## src/hw/rtl/csvjs_pkg.sv

```systemverilog
// ----------------------------------------------------------------------------
// csvjs_pkg
// Types and character constants shared by the CSV to JSON field stream.
// ----------------------------------------------------------------------------
package csvjs_pkg;

   localparam int MAX_RESULTS = 6;
   localparam int RES_CNT_W   = 3;   // holds 0..MAX_RESULTS
   localparam int RES_IDX_W   = 3;   // indexes MAX_RESULTS entries

   // result kinds
   localparam logic [1:0] KIND_BYTE  = 2'd0;
   localparam logic [1:0] KIND_FIELD = 2'd1;
   localparam logic [1:0] KIND_ROW   = 2'd2;

   // characters
   localparam logic [7:0] CHR_BS     = 8'h08;
   localparam logic [7:0] CHR_TAB    = 8'h09;
   localparam logic [7:0] CHR_LF     = 8'h0A;
   localparam logic [7:0] CHR_FF     = 8'h0C;
   localparam logic [7:0] CHR_CR     = 8'h0D;
   localparam logic [7:0] CHR_QUOTE  = 8'h22;
   localparam logic [7:0] CHR_COMMA  = 8'h2C;
   localparam logic [7:0] CHR_ZERO   = 8'h30;
   localparam logic [7:0] CHR_ONE    = 8'h31;
   localparam logic [7:0] CHR_BSLASH = 8'h5C;
   localparam logic [7:0] CHR_LC_B   = 8'h62;
   localparam logic [7:0] CHR_LC_F   = 8'h66;
   localparam logic [7:0] CHR_LC_N   = 8'h6E;
   localparam logic [7:0] CHR_LC_R   = 8'h72;
   localparam logic [7:0] CHR_LC_T   = 8'h74;
   localparam logic [7:0] CHR_LC_U   = 8'h75;
   localparam logic [7:0] HEX_LETTER = 8'h57;  // 'a' - 10
   localparam logic [7:0] CTRL_MAX   = 8'h1F;

   // line parser state, apart from the column counter
   typedef struct packed {
      logic       quoted;
      logic       quote_pending;
      logic [1:0] line_length;
      logic       line_only_cr;
      logic       on_first_line;
   } parse_state_type;

   localparam parse_state_type PARSE_RESET = '{
      quoted:        1'b0,
      quote_pending: 1'b0,
      line_length:   2'd0,
      line_only_cr:  1'b0,
      on_first_line: 1'b1
   };

   // all results caused by one input beat
   typedef struct packed {
      logic [MAX_RESULTS-1:0][7:0] data;
      logic [MAX_RESULTS-1:0][1:0] kinds;
      logic [RES_CNT_W-1:0]        count;
   } bundle_type;

endpackage

```

## src/hw/rtl/csvjs_parse.sv

```systemverilog
// ----------------------------------------------------------------------------
// csvjs_parse
// Decodes one CSV byte against the line state: next state and the bundle of
// escaped content bytes and field/row markers the byte produces.
// ----------------------------------------------------------------------------
module csvjs_parse #(
   parameter int COLUMN_LIMIT = 256,
   parameter int CNT_W        = 8
) (
   input  csvjs_pkg::parse_state_type state,
   input  logic [CNT_W-1:0]           col,
   input  logic [7:0]                 in_byte,
   input  logic                       is_end,
   output csvjs_pkg::parse_state_type state_next,
   output logic [CNT_W-1:0]           col_next,
   output csvjs_pkg::bundle_type      bundle
);
   import csvjs_pkg::*;

   localparam logic [CNT_W-1:0] COL_MAX = CNT_W'(COLUMN_LIMIT - 1);

   function automatic bundle_type esc_bundle(input logic [7:0] c);
      bundle_type b;
      logic [7:0] s;
      b = '0;
      case (c)
         CHR_QUOTE:  s = CHR_QUOTE;
         CHR_BSLASH: s = CHR_BSLASH;
         CHR_BS:     s = CHR_LC_B;
         CHR_FF:     s = CHR_LC_F;
         CHR_LF:     s = CHR_LC_N;
         CHR_CR:     s = CHR_LC_R;
         CHR_TAB:    s = CHR_LC_T;
         default:    s = 8'd0;
      endcase
      if (s != 8'd0) begin
         b.data[0] = CHR_BSLASH;
         b.data[1] = s;
         b.count   = RES_CNT_W'(2);
      end else if (c <= CTRL_MAX) begin
         b.data[0] = CHR_BSLASH;
         b.data[1] = CHR_LC_U;
         b.data[2] = CHR_ZERO;
         b.data[3] = CHR_ZERO;
         b.data[4] = c[4] ? CHR_ONE : CHR_ZERO;
         b.data[5] = (c[3:0] < 4'd10) ? (CHR_ZERO + {4'd0, c[3:0]})
                                      : (HEX_LETTER + {4'd0, c[3:0]});
         b.count   = RES_CNT_W'(MAX_RESULTS);
      end else begin
         b.data[0] = c;
         b.count   = RES_CNT_W'(1);
      end
      return b;
   endfunction

   bundle_type row_close;
   bundle_type field_end;
   logic       kept;

   always_comb begin
      row_close          = '0;
      row_close.kinds[0] = KIND_FIELD;
      row_close.kinds[1] = KIND_ROW;
      row_close.count    = RES_CNT_W'(2);
      field_end          = '0;
      field_end.kinds[0] = KIND_FIELD;
      field_end.count    = RES_CNT_W'(1);
   end

   // skip empty lines and lines that are a lone CR, never the header line
   assign kept = state.on_first_line ||
                 !((state.line_length == 2'd0) ||
                   ((state.line_length == 2'd1) && state.line_only_cr));

   always_comb begin
      state_next = state;
      col_next   = col;
      bundle     = '0;
      if (is_end) begin
         if ((state.line_length != 2'd0) && kept) begin
            bundle = row_close;
         end
         state_next = PARSE_RESET;
         col_next   = '0;
      end else if (in_byte == CHR_LF) begin
         if (kept) begin
            bundle = row_close;
         end
         state_next               = PARSE_RESET;
         state_next.on_first_line = 1'b0;
         col_next                 = '0;
      end else begin
         if (state.line_length == 2'd0) begin
            state_next.line_only_cr = (in_byte == CHR_CR);
         end
         if (state.line_length != 2'd2) begin
            state_next.line_length = state.line_length + 2'd1;
         end
         if (state.quote_pending) begin
            state_next.quote_pending = 1'b0;
            if (in_byte == CHR_QUOTE) begin
               // doubled quote: literal quote, byte consumed
               bundle = esc_bundle(CHR_QUOTE);
            end else begin
               state_next.quoted = 1'b0;
            end
         end
         if (!(state.quote_pending && (in_byte == CHR_QUOTE))) begin
            if (state_next.quoted) begin
               if (in_byte == CHR_QUOTE) begin
                  state_next.quote_pending = 1'b1;
               end else begin
                  bundle = esc_bundle(in_byte);
               end
            end else if (in_byte == CHR_QUOTE) begin
               state_next.quoted = 1'b1;
            end else if (in_byte == CHR_COMMA) begin
               bundle = field_end;
               if (col < COL_MAX) begin
                  col_next = col + CNT_W'(1);
               end
            end else if (in_byte != CHR_CR) begin
               bundle = esc_bundle(in_byte);
            end
         end
      end
   end

endmodule

```

## src/hw/rtl/csv_to_json_field_stream.sv

```systemverilog
// ----------------------------------------------------------------------------
// csv_to_json_field_stream
// Streaming CSV field parser: emits JSON-escaped field bytes, field-end
// markers with column index and row-end markers.
// ----------------------------------------------------------------------------
//  channel | dir | handshake            | payload
//  req     | in  | req_valid/req_ready  | req_in_byte, req_is_end
//  rsp     | out | rsp_valid/rsp_ready  | rsp_out_byte, rsp_kind, rsp_column,
//          |     |                      | rsp_header_row, rsp_last
//
//  One result beat per cycle while rsp_ready is high. An input beat is parsed
//  in its accept cycle into a bundle register of up to six results, which
//  leave the output port one by one; a beat with no results leaves nothing.
//  The next input beat is taken in the cycle the bundle's last beat leaves.
//  Reset returns the parser to the start of a header line, bundle empty.
//  A stalled rsp side holds the bundle and blocks req.
// ----------------------------------------------------------------------------
module csv_to_json_field_stream #(
   parameter int COLUMN_LIMIT = 256
) (
   input  logic       clock,
   input  logic       reset,
   input  logic       req_valid,
   output logic       req_ready,
   input  logic [7:0] req_in_byte,
   input  logic       req_is_end,
   output logic       rsp_valid,
   input  logic       rsp_ready,
   output logic [7:0] rsp_out_byte,
   output logic [1:0] rsp_kind,
   output logic [7:0] rsp_column,
   output logic       rsp_header_row,
   output logic       rsp_last
);
   import csvjs_pkg::*;

   localparam int CNT_W = $clog2(COLUMN_LIMIT);
   localparam int EXT_W = (CNT_W > 8) ? CNT_W : 8;

   parse_state_type      state_ff, state_in;
   logic [CNT_W-1:0]     col_ff, col_in;
   bundle_type           bnd_ff, bnd_in;
   logic                 bnd_valid_ff;
   logic [RES_IDX_W-1:0] idx_ff;
   logic [EXT_W-1:0]     col_ext;
   logic [7:0]           col_out_ff;
   logic                 hdr_ff;
   logic                 req_fire;
   logic                 rsp_fire;
   logic                 at_last;

   csvjs_parse #(
      .COLUMN_LIMIT (COLUMN_LIMIT),
      .CNT_W        (CNT_W)
   ) u_parse (
      .state      (state_ff),
      .col        (col_ff),
      .in_byte    (req_in_byte),
      .is_end     (req_is_end),
      .state_next (state_in),
      .col_next   (col_in),
      .bundle     (bnd_in)
   );

   assign at_last   = (RES_CNT_W'(idx_ff) == (bnd_ff.count - RES_CNT_W'(1)));
   assign req_ready = !bnd_valid_ff || (rsp_ready && at_last);
   assign req_fire  = req_valid && req_ready;
   assign rsp_fire  = rsp_valid && rsp_ready;
   assign col_ext   = EXT_W'(col_ff);

   always_ff @(posedge clock) begin
      if (reset) begin
         state_ff     <= PARSE_RESET;
         col_ff       <= '0;
         bnd_valid_ff <= 1'b0;
         idx_ff       <= '0;
      end else if (req_fire) begin
         state_ff     <= state_in;
         col_ff       <= col_in;
         bnd_valid_ff <= (bnd_in.count != '0);
         idx_ff       <= '0;
      end else if (rsp_fire) begin
         // advance through the bundle, drop it after its last beat
         if (at_last) begin
            bnd_valid_ff <= 1'b0;
         end else begin
            idx_ff <= idx_ff + RES_IDX_W'(1);
         end
      end
   end

   // bundle payload: column and header flag as seen before the update
   always_ff @(posedge clock) begin
      if (req_fire) begin
         bnd_ff     <= bnd_in;
         col_out_ff <= col_ext[7:0];
         hdr_ff     <= state_ff.on_first_line;
      end
   end

   assign rsp_valid      = bnd_valid_ff;
   assign rsp_out_byte   = bnd_ff.data[idx_ff];
   assign rsp_kind       = bnd_ff.kinds[idx_ff];
   assign rsp_column     = col_out_ff;
   assign rsp_header_row = hdr_ff;
   assign rsp_last       = at_last;

endmodule

```

## config.mk

```make
export PLATFORM = sky130hd
export DESIGN_NAME = csv_to_json_field_stream
export DESIGN_NICKNAME = d
export VERILOG_FILES = /design/src/hw/rtl/csvjs_pkg.sv /design/src/hw/rtl/csvjs_parse.sv /design/src/hw/rtl/csv_to_json_field_stream.sv
export SDC_FILE = /design/constraint.sdc
export NUM_CORES = 1
export LEC_CHECK = 0
export BUFFER_PORTS_ARGS = -buffer_cell sky130_fd_sc_hd__buf_2
export CORE_ASPECT_RATIO = 0.75
export CORE_MARGIN = 1
export CORE_UTILIZATION = 57
export CTS_BUF_LIST = sky130_fd_sc_hd__clkbuf_4 sky130_fd_sc_hd__clkbuf_8 sky130_fd_sc_hd__clkbuf_16
export CTS_CLUSTER_DIAMETER = 30
export DETAILED_ROUTE_END_ITERATION = 8
export GPL_TIMING_DRIVEN = 0
export HOLD_SLACK_MARGIN = 0.05
export PLACE_DENSITY_LB_ADDON = 0.15
export SLEW_MARGIN = 25
export SYNTH_ARGS = -nofsm -noshare
export SYNTH_HDL_FRONTEND = slang
export SYNTH_SLANG_ARGS = --single-unit
```

## constraint.sdc

```tcl
create_clock -name clock -period 3.14 [get_ports clock]
set_clock_uncertainty 0.05 [all_clocks]
set_input_delay 0.471 -clock clock [delete_from_list [all_inputs] [get_ports clock]]
set_output_delay 0.471 -clock clock [all_outputs]
set_load 0.03 [all_outputs]
```

Yosys cells after proc, flatten, opt, wreduce, memory -nomap -nowiden
Index checks and enable logic that the tools add are counted.
{"block": "totals", "register_bits": 90, "input_bits": 13, "output_inout_bits": 22}
{"block": "op_classes", "addsub": 6, "magnitude_cmp": 4, "n_eq_ne": 15, "n_mux": 64, "bitwise_logic": 1, "reduce_logical": 30}
{"cell": "$mux 63", "count": 9}
{"cell": "$mux 8", "count": 22}
{"cell": "$mux 32", "count": 2}
{"cell": "$eq 8x4->1 const B", "count": 5}
{"cell": "$mux 40", "count": 1}
{"cell": "$pmux 7 s5", "count": 1}
{"cell": "$mux 16", "count": 2}
{"cell": "$mux 29", "count": 1}
{"cell": "$bmux 8 s3", "count": 1}
{"cell": "$eq 8x6->1 const B", "count": 2}
{"cell": "$reduce_bool 8->1", "count": 2}
{"cell": "$reduce_bool 3->1", "count": 5}
{"cell": "$mux 7", "count": 2}
{"cell": "$mux 2", "count": 6}
{"cell": "$mux 1", "count": 11}
{"cell": "$reduce_and 2->1", "count": 5}
{"cell": "$mux 3", "count": 3}
{"cell": "$ne 3x2->1 const B", "count": 3}
{"cell": "$add 7x4->8 const A", "count": 1}
{"cell": "$add 8x1->8 const B", "count": 1}
{"cell": "$eq 8x7->1 const B", "count": 1}
{"cell": "$le 8x5->1 const B", "count": 1}
{"cell": "$lt 8x8->1 const B", "count": 1}
{"cell": "$ne 8x4->1 const B", "count": 1}
{"cell": "20 further kinds", "count": 31}

Longest topological paths before layout
{"block": "logic_depth", "ltp_word": 20, "ltp_mapped": 9}

Hierarchy
A second synthesis with hierarchy kept.
{"block": "hier_totals", "hier_cells": 386, "area_unflattened_um2": 4608.2}
{"module": "csv_to_json_field_stream", "instances": 1, "cells_per_inst": 200, "area_per_inst_um2": 3442.1, "seq_area_each_um2": 2522.4}
{"module": "csvjs_parse", "instances": 1, "cells_per_inst": 186, "area_per_inst_um2": 1166.1, "seq_area_each_um2": 0.0}

Worst setup path before layout
Ideal clock, no wire load.
{"block": "synth_timing", "kind": "register to register", "start": "register bnd_ff[0] in the netlist's numbering", "end": "register bnd_ff[0] in the netlist's numbering (enable)", "setup_time_ps": 392, "arrival_ps": 2374, "required_time_ps": 2698, "setup_slack_ps": 323, "stages_incl_launch_ff": 7, "n_path_buf": 1, "period_less_slack_ps": 2817, "path_cell_list": "edfxtp_1 > inv_1 > ha_1 > xor3_1 > o41a_1 > clkbuf_1 > inv_1"}
{"block": "synth_via", "elab_chain_len": 5}
{"element": "start: declaration", "line_no": "csv_to_json_field_stream.sv:42", "rtl": "bundle_type bnd_ff, bnd_in;"}
{"element": "start signal: assignment", "line_no": "csv_to_json_field_stream.sv:95", "rtl": "bnd_ff <= bnd_in;"}
{"element": "$sub 3x1->3", "line_no": "csv_to_json_field_stream.sv:65", "rtl": "assign at_last = (RES_CNT_W'(idx_ff) == (bnd_ff.count - RES_CNT_W'(1)));"}
{"element": "$eq 3x3->1", "line_no": "csv_to_json_field_stream.sv:65"}
{"element": "$logic_and 1x1->1", "line_no": "csv_to_json_field_stream.sv:66", "rtl": "assign req_ready = !bnd_valid_ff || (rsp_ready && at_last);"}
{"element": "$logic_or 1x1->1", "line_no": "csv_to_json_field_stream.sv:66"}
{"element": "$logic_and 1x1->1", "line_no": "csv_to_json_field_stream.sv:67", "rtl": "assign req_fire = req_valid && req_ready;"}
{"element": "via req_fire", "line_no": "csv_to_json_field_stream.sv:48", "rtl": "logic req_fire;"}
The timed path passes the listed nets, and every way through them passes these cells.
A chain may end at the register's enable or synchronous reset.

Final worst setup path
{"block": "layout_timing", "start": "register bnd_ff[0] in the netlist's numbering", "end": "register bnd_ff[22] in the netlist's numbering (enable)"}
The elaborated chain is that of the path after synthesis.

==> metrics.cfg <==
[outcome]
status = finished, final reports clean

[routing]
wl_um = 5480
detail-route-antenna-nets = 0
vias = 2133
drtPass1Iterations = 4
drt_iter0_drc = 127
drc_errors = 0
vias_per_cell = 5.86
wl_per_cell_um = 15.0

[floorplanning]
rows = 21
die_w_um = 82.7
ios = 35
die_h_um = 62.5
initial_core_util_pct = 60.9
coreArea_um2 = 4570
dieArea_um2 = 5170

[yosys]
yosysMostFrequentCell = edfxtp_1
yosysUniqueCellTypes = 47
yosys_warnings = 0
synth_edf_count = 37
syn-cell-area_um2 = 2780
syn_inst = 266
yosys.area.top_type_share_pct = 39.9
synthFlopType = edfxtp_1
yosysTopAreaCell = edfxtp_1
ys_seq_area_share_pct = 52.9
ys_async_sr_fraction_pct = 0
ys_seq_elements = 55
yosys-top-cells-count = edfxtp_1 (37), nor2_1 (27), inv_1 (21), dfxtp_1 (18), a21oi_1 (16)
avgSynthCellArea_um2 = 10.5
synth_area_leaders = edfxtp_1 (40%), dfxtp_1 (13%), ha_1 (4.5%)
synth_nets = 289

[flow_run]
drv_cap = 0

[global_route]
grt_overflow = 0
grt_pass1_wl_um = 9170
grt_util_all_layers_pct = 23.2
antenna_found_initial = 0
grt_pass1_vias = 1991
grt_max_degree = 39

[setup_path]
crit_family = buffers and inverters
cp.arrival_ns = 2.73
cp_num_buf_inv = 3
critPathMaxStageDelay_ns = 0.61
cp.required_ns = 3.03
crit_chain = inv_1 -> ha_1 -> xor3_1 -> o41a_1 -> clkbuf_1 -> inv_2
crit_fanout = 38
path_class = register to register
cp-end-kind = register
slowest_stage = inv_2
startpoint_type = register

[clock_tree]
cts_tree = done
htreeDepth = 2
clk_pin_slew_ns = 0.09
clkLatencyLatePin_ns = 0.30
cts-root-buf = clkbuf_8
post_cts_buffers = 0
clock_sinks = 55
cts-buffers-inserted = 5
cts_buffer_depth = 2
cts-resized-gates = 0
cts-hold-fix-buffers = 0

[layout]
drive_gt1_share_pct = 16.6
finalNetCount = 329
regArea_um2 = 1470
n_fill_cell = 367
multi_input_area_um2 = 1170
syn2layout_area_growth_pct = 11.7
diodes = 0

[place]
io_buffers = 33
hpwlAfterDp_um = 3950
gp_congestion = 0.853

[timing]
slew_headroom_pct = 48.0
hold_slack_ns = 0.401
setup_viol = 0
fin_crit_sh_pct = 90.5
fmax_mhz = 352
tns_ns = 0
hold_viol = 0
rsz0062_at_grt = no
period_needed_ns = 2.84
worst_slew_pin_slew_ns = 0.781
maxSlewViolCount = 0

[power_and_ir_drop]
cellPowerDensity_nw_per_um2 = 467
peakVddDrop_mv = 0.286
p_total_mw = 1.45
p_leak_nw = 1.23

[worst_hold_path]
min_path_type = primary input to register

-- worst paths after layout --
check	start	endpoint	slack [ns]	cells after the start
worst max-delay path	bnd_ff[0]$_DFFE_PP_	bnd_ff[22]$_SDFFCE_PN0P_	0.30	6
worst min-delay path	req_is_end	state_ff[0]$_SDFFE_PP1P_	0.40	3
worst max register to register	bnd_ff[0]$_DFFE_PP_	bnd_ff[22]$_SDFFCE_PN0P_	0.30	6
worst min register to register	state_ff[0]$_SDFFE_PP1P_	rsp_header_row$_DFFE_PP_	0.43	0
-- worst reg2reg max path, cell delays in order, from the launching register on --
cell,delay (ns)
edfxtp_1,0.38
inv_1,0.06
ha_1,0.20
xor3_1,0.38
o41a_1,0.52
clkbuf_1,0.25
inv_2,0.61
-- layer usage --
metal	GRT usage (%)	wire length, um
met1	32.5	2570
met2	36.1	2640
met3	4.53	191
met4	7.33	73
met5	0	0
-- sequential cells by signal, summed over array words and instances (netlist names) --
register,count
idx_ff,3
bnd_ff,28
rsp_column,8
col_ext,8
state_ff,6
rsp_valid,1
rsp_header_row,1
-- final cells by class --
cell class | count | area share, %
buffer | 12 | 1.93
clock buffer | 7 | 2.70
clock inverter | 1 | 0.161
inverter | 21 | 2.54
multi-input combinational | 178 | 37.7
sequential | 55 | 47.3
tap | 57 | 2.29
timing repair buffer | 33 | 5.31
-- cell families after synthesis --
| group | after synthesis | synth area share, % |
|---|---|---|
| buffers and inverters | 33 | 4.99 |
| adders and majority gates | 10 | 4.49 |
| DFF | 55 | 52.9 |
| AOI/OAI and AO/OA | 58 | 13.2 |
| and+or+nand+nor | 94 | 17.1 |
| muxes | 9 | 4.58 |
| xor gates and xnor gates | 7 | 2.74 |
-- placed cells by master, fill, tap and decap left out, drive strengths merged, types with 2 or more instances in the layout --
cell    netlist  routed
edfxtp       37      37
buf           2      35
nor2         27      27
inv          21      21
dfxtp        18      18
clkbuf       10      17
a21oi        16      16
nand2        15      15
o21ai        15      15
nand3        11      11
ha           10      10
nor3          8       8
a31oi         6       6
mux2i         6       6
xnor2         5       5
and3          5       5
or3           4       4
o31ai         4       4
nand2b        3       3
nor2b         3       3
and2          3       3
mux4          3       3
o41ai         3       3
nand4         3       3
nor4          2       2
nor4b         2       2
nand3b        2       2
a21o          2       2
or4           2       2
-- power by group --
part           switching, mW  leakage [nW]  internal (mW)
combinational          0.158         0.663         0.0741
clock                  0.211        0.0491          0.174
sequential            0.0135         0.515          0.820
-- stage by stage --
step                      utilization (%)  instances  setup slack [ns]  area [um2]
after floorplan                         -        266             0.323        2780
after global placement               66.1        356            -0.136        3020
after detailed placement             66.1        356             0.248        3020
after CTS                            68.0        364             0.284        3110
after global routing                 68.0        364             0.138        3110
final                                68.0        364             0.299        3110
(Power assumes the default switching activity.)
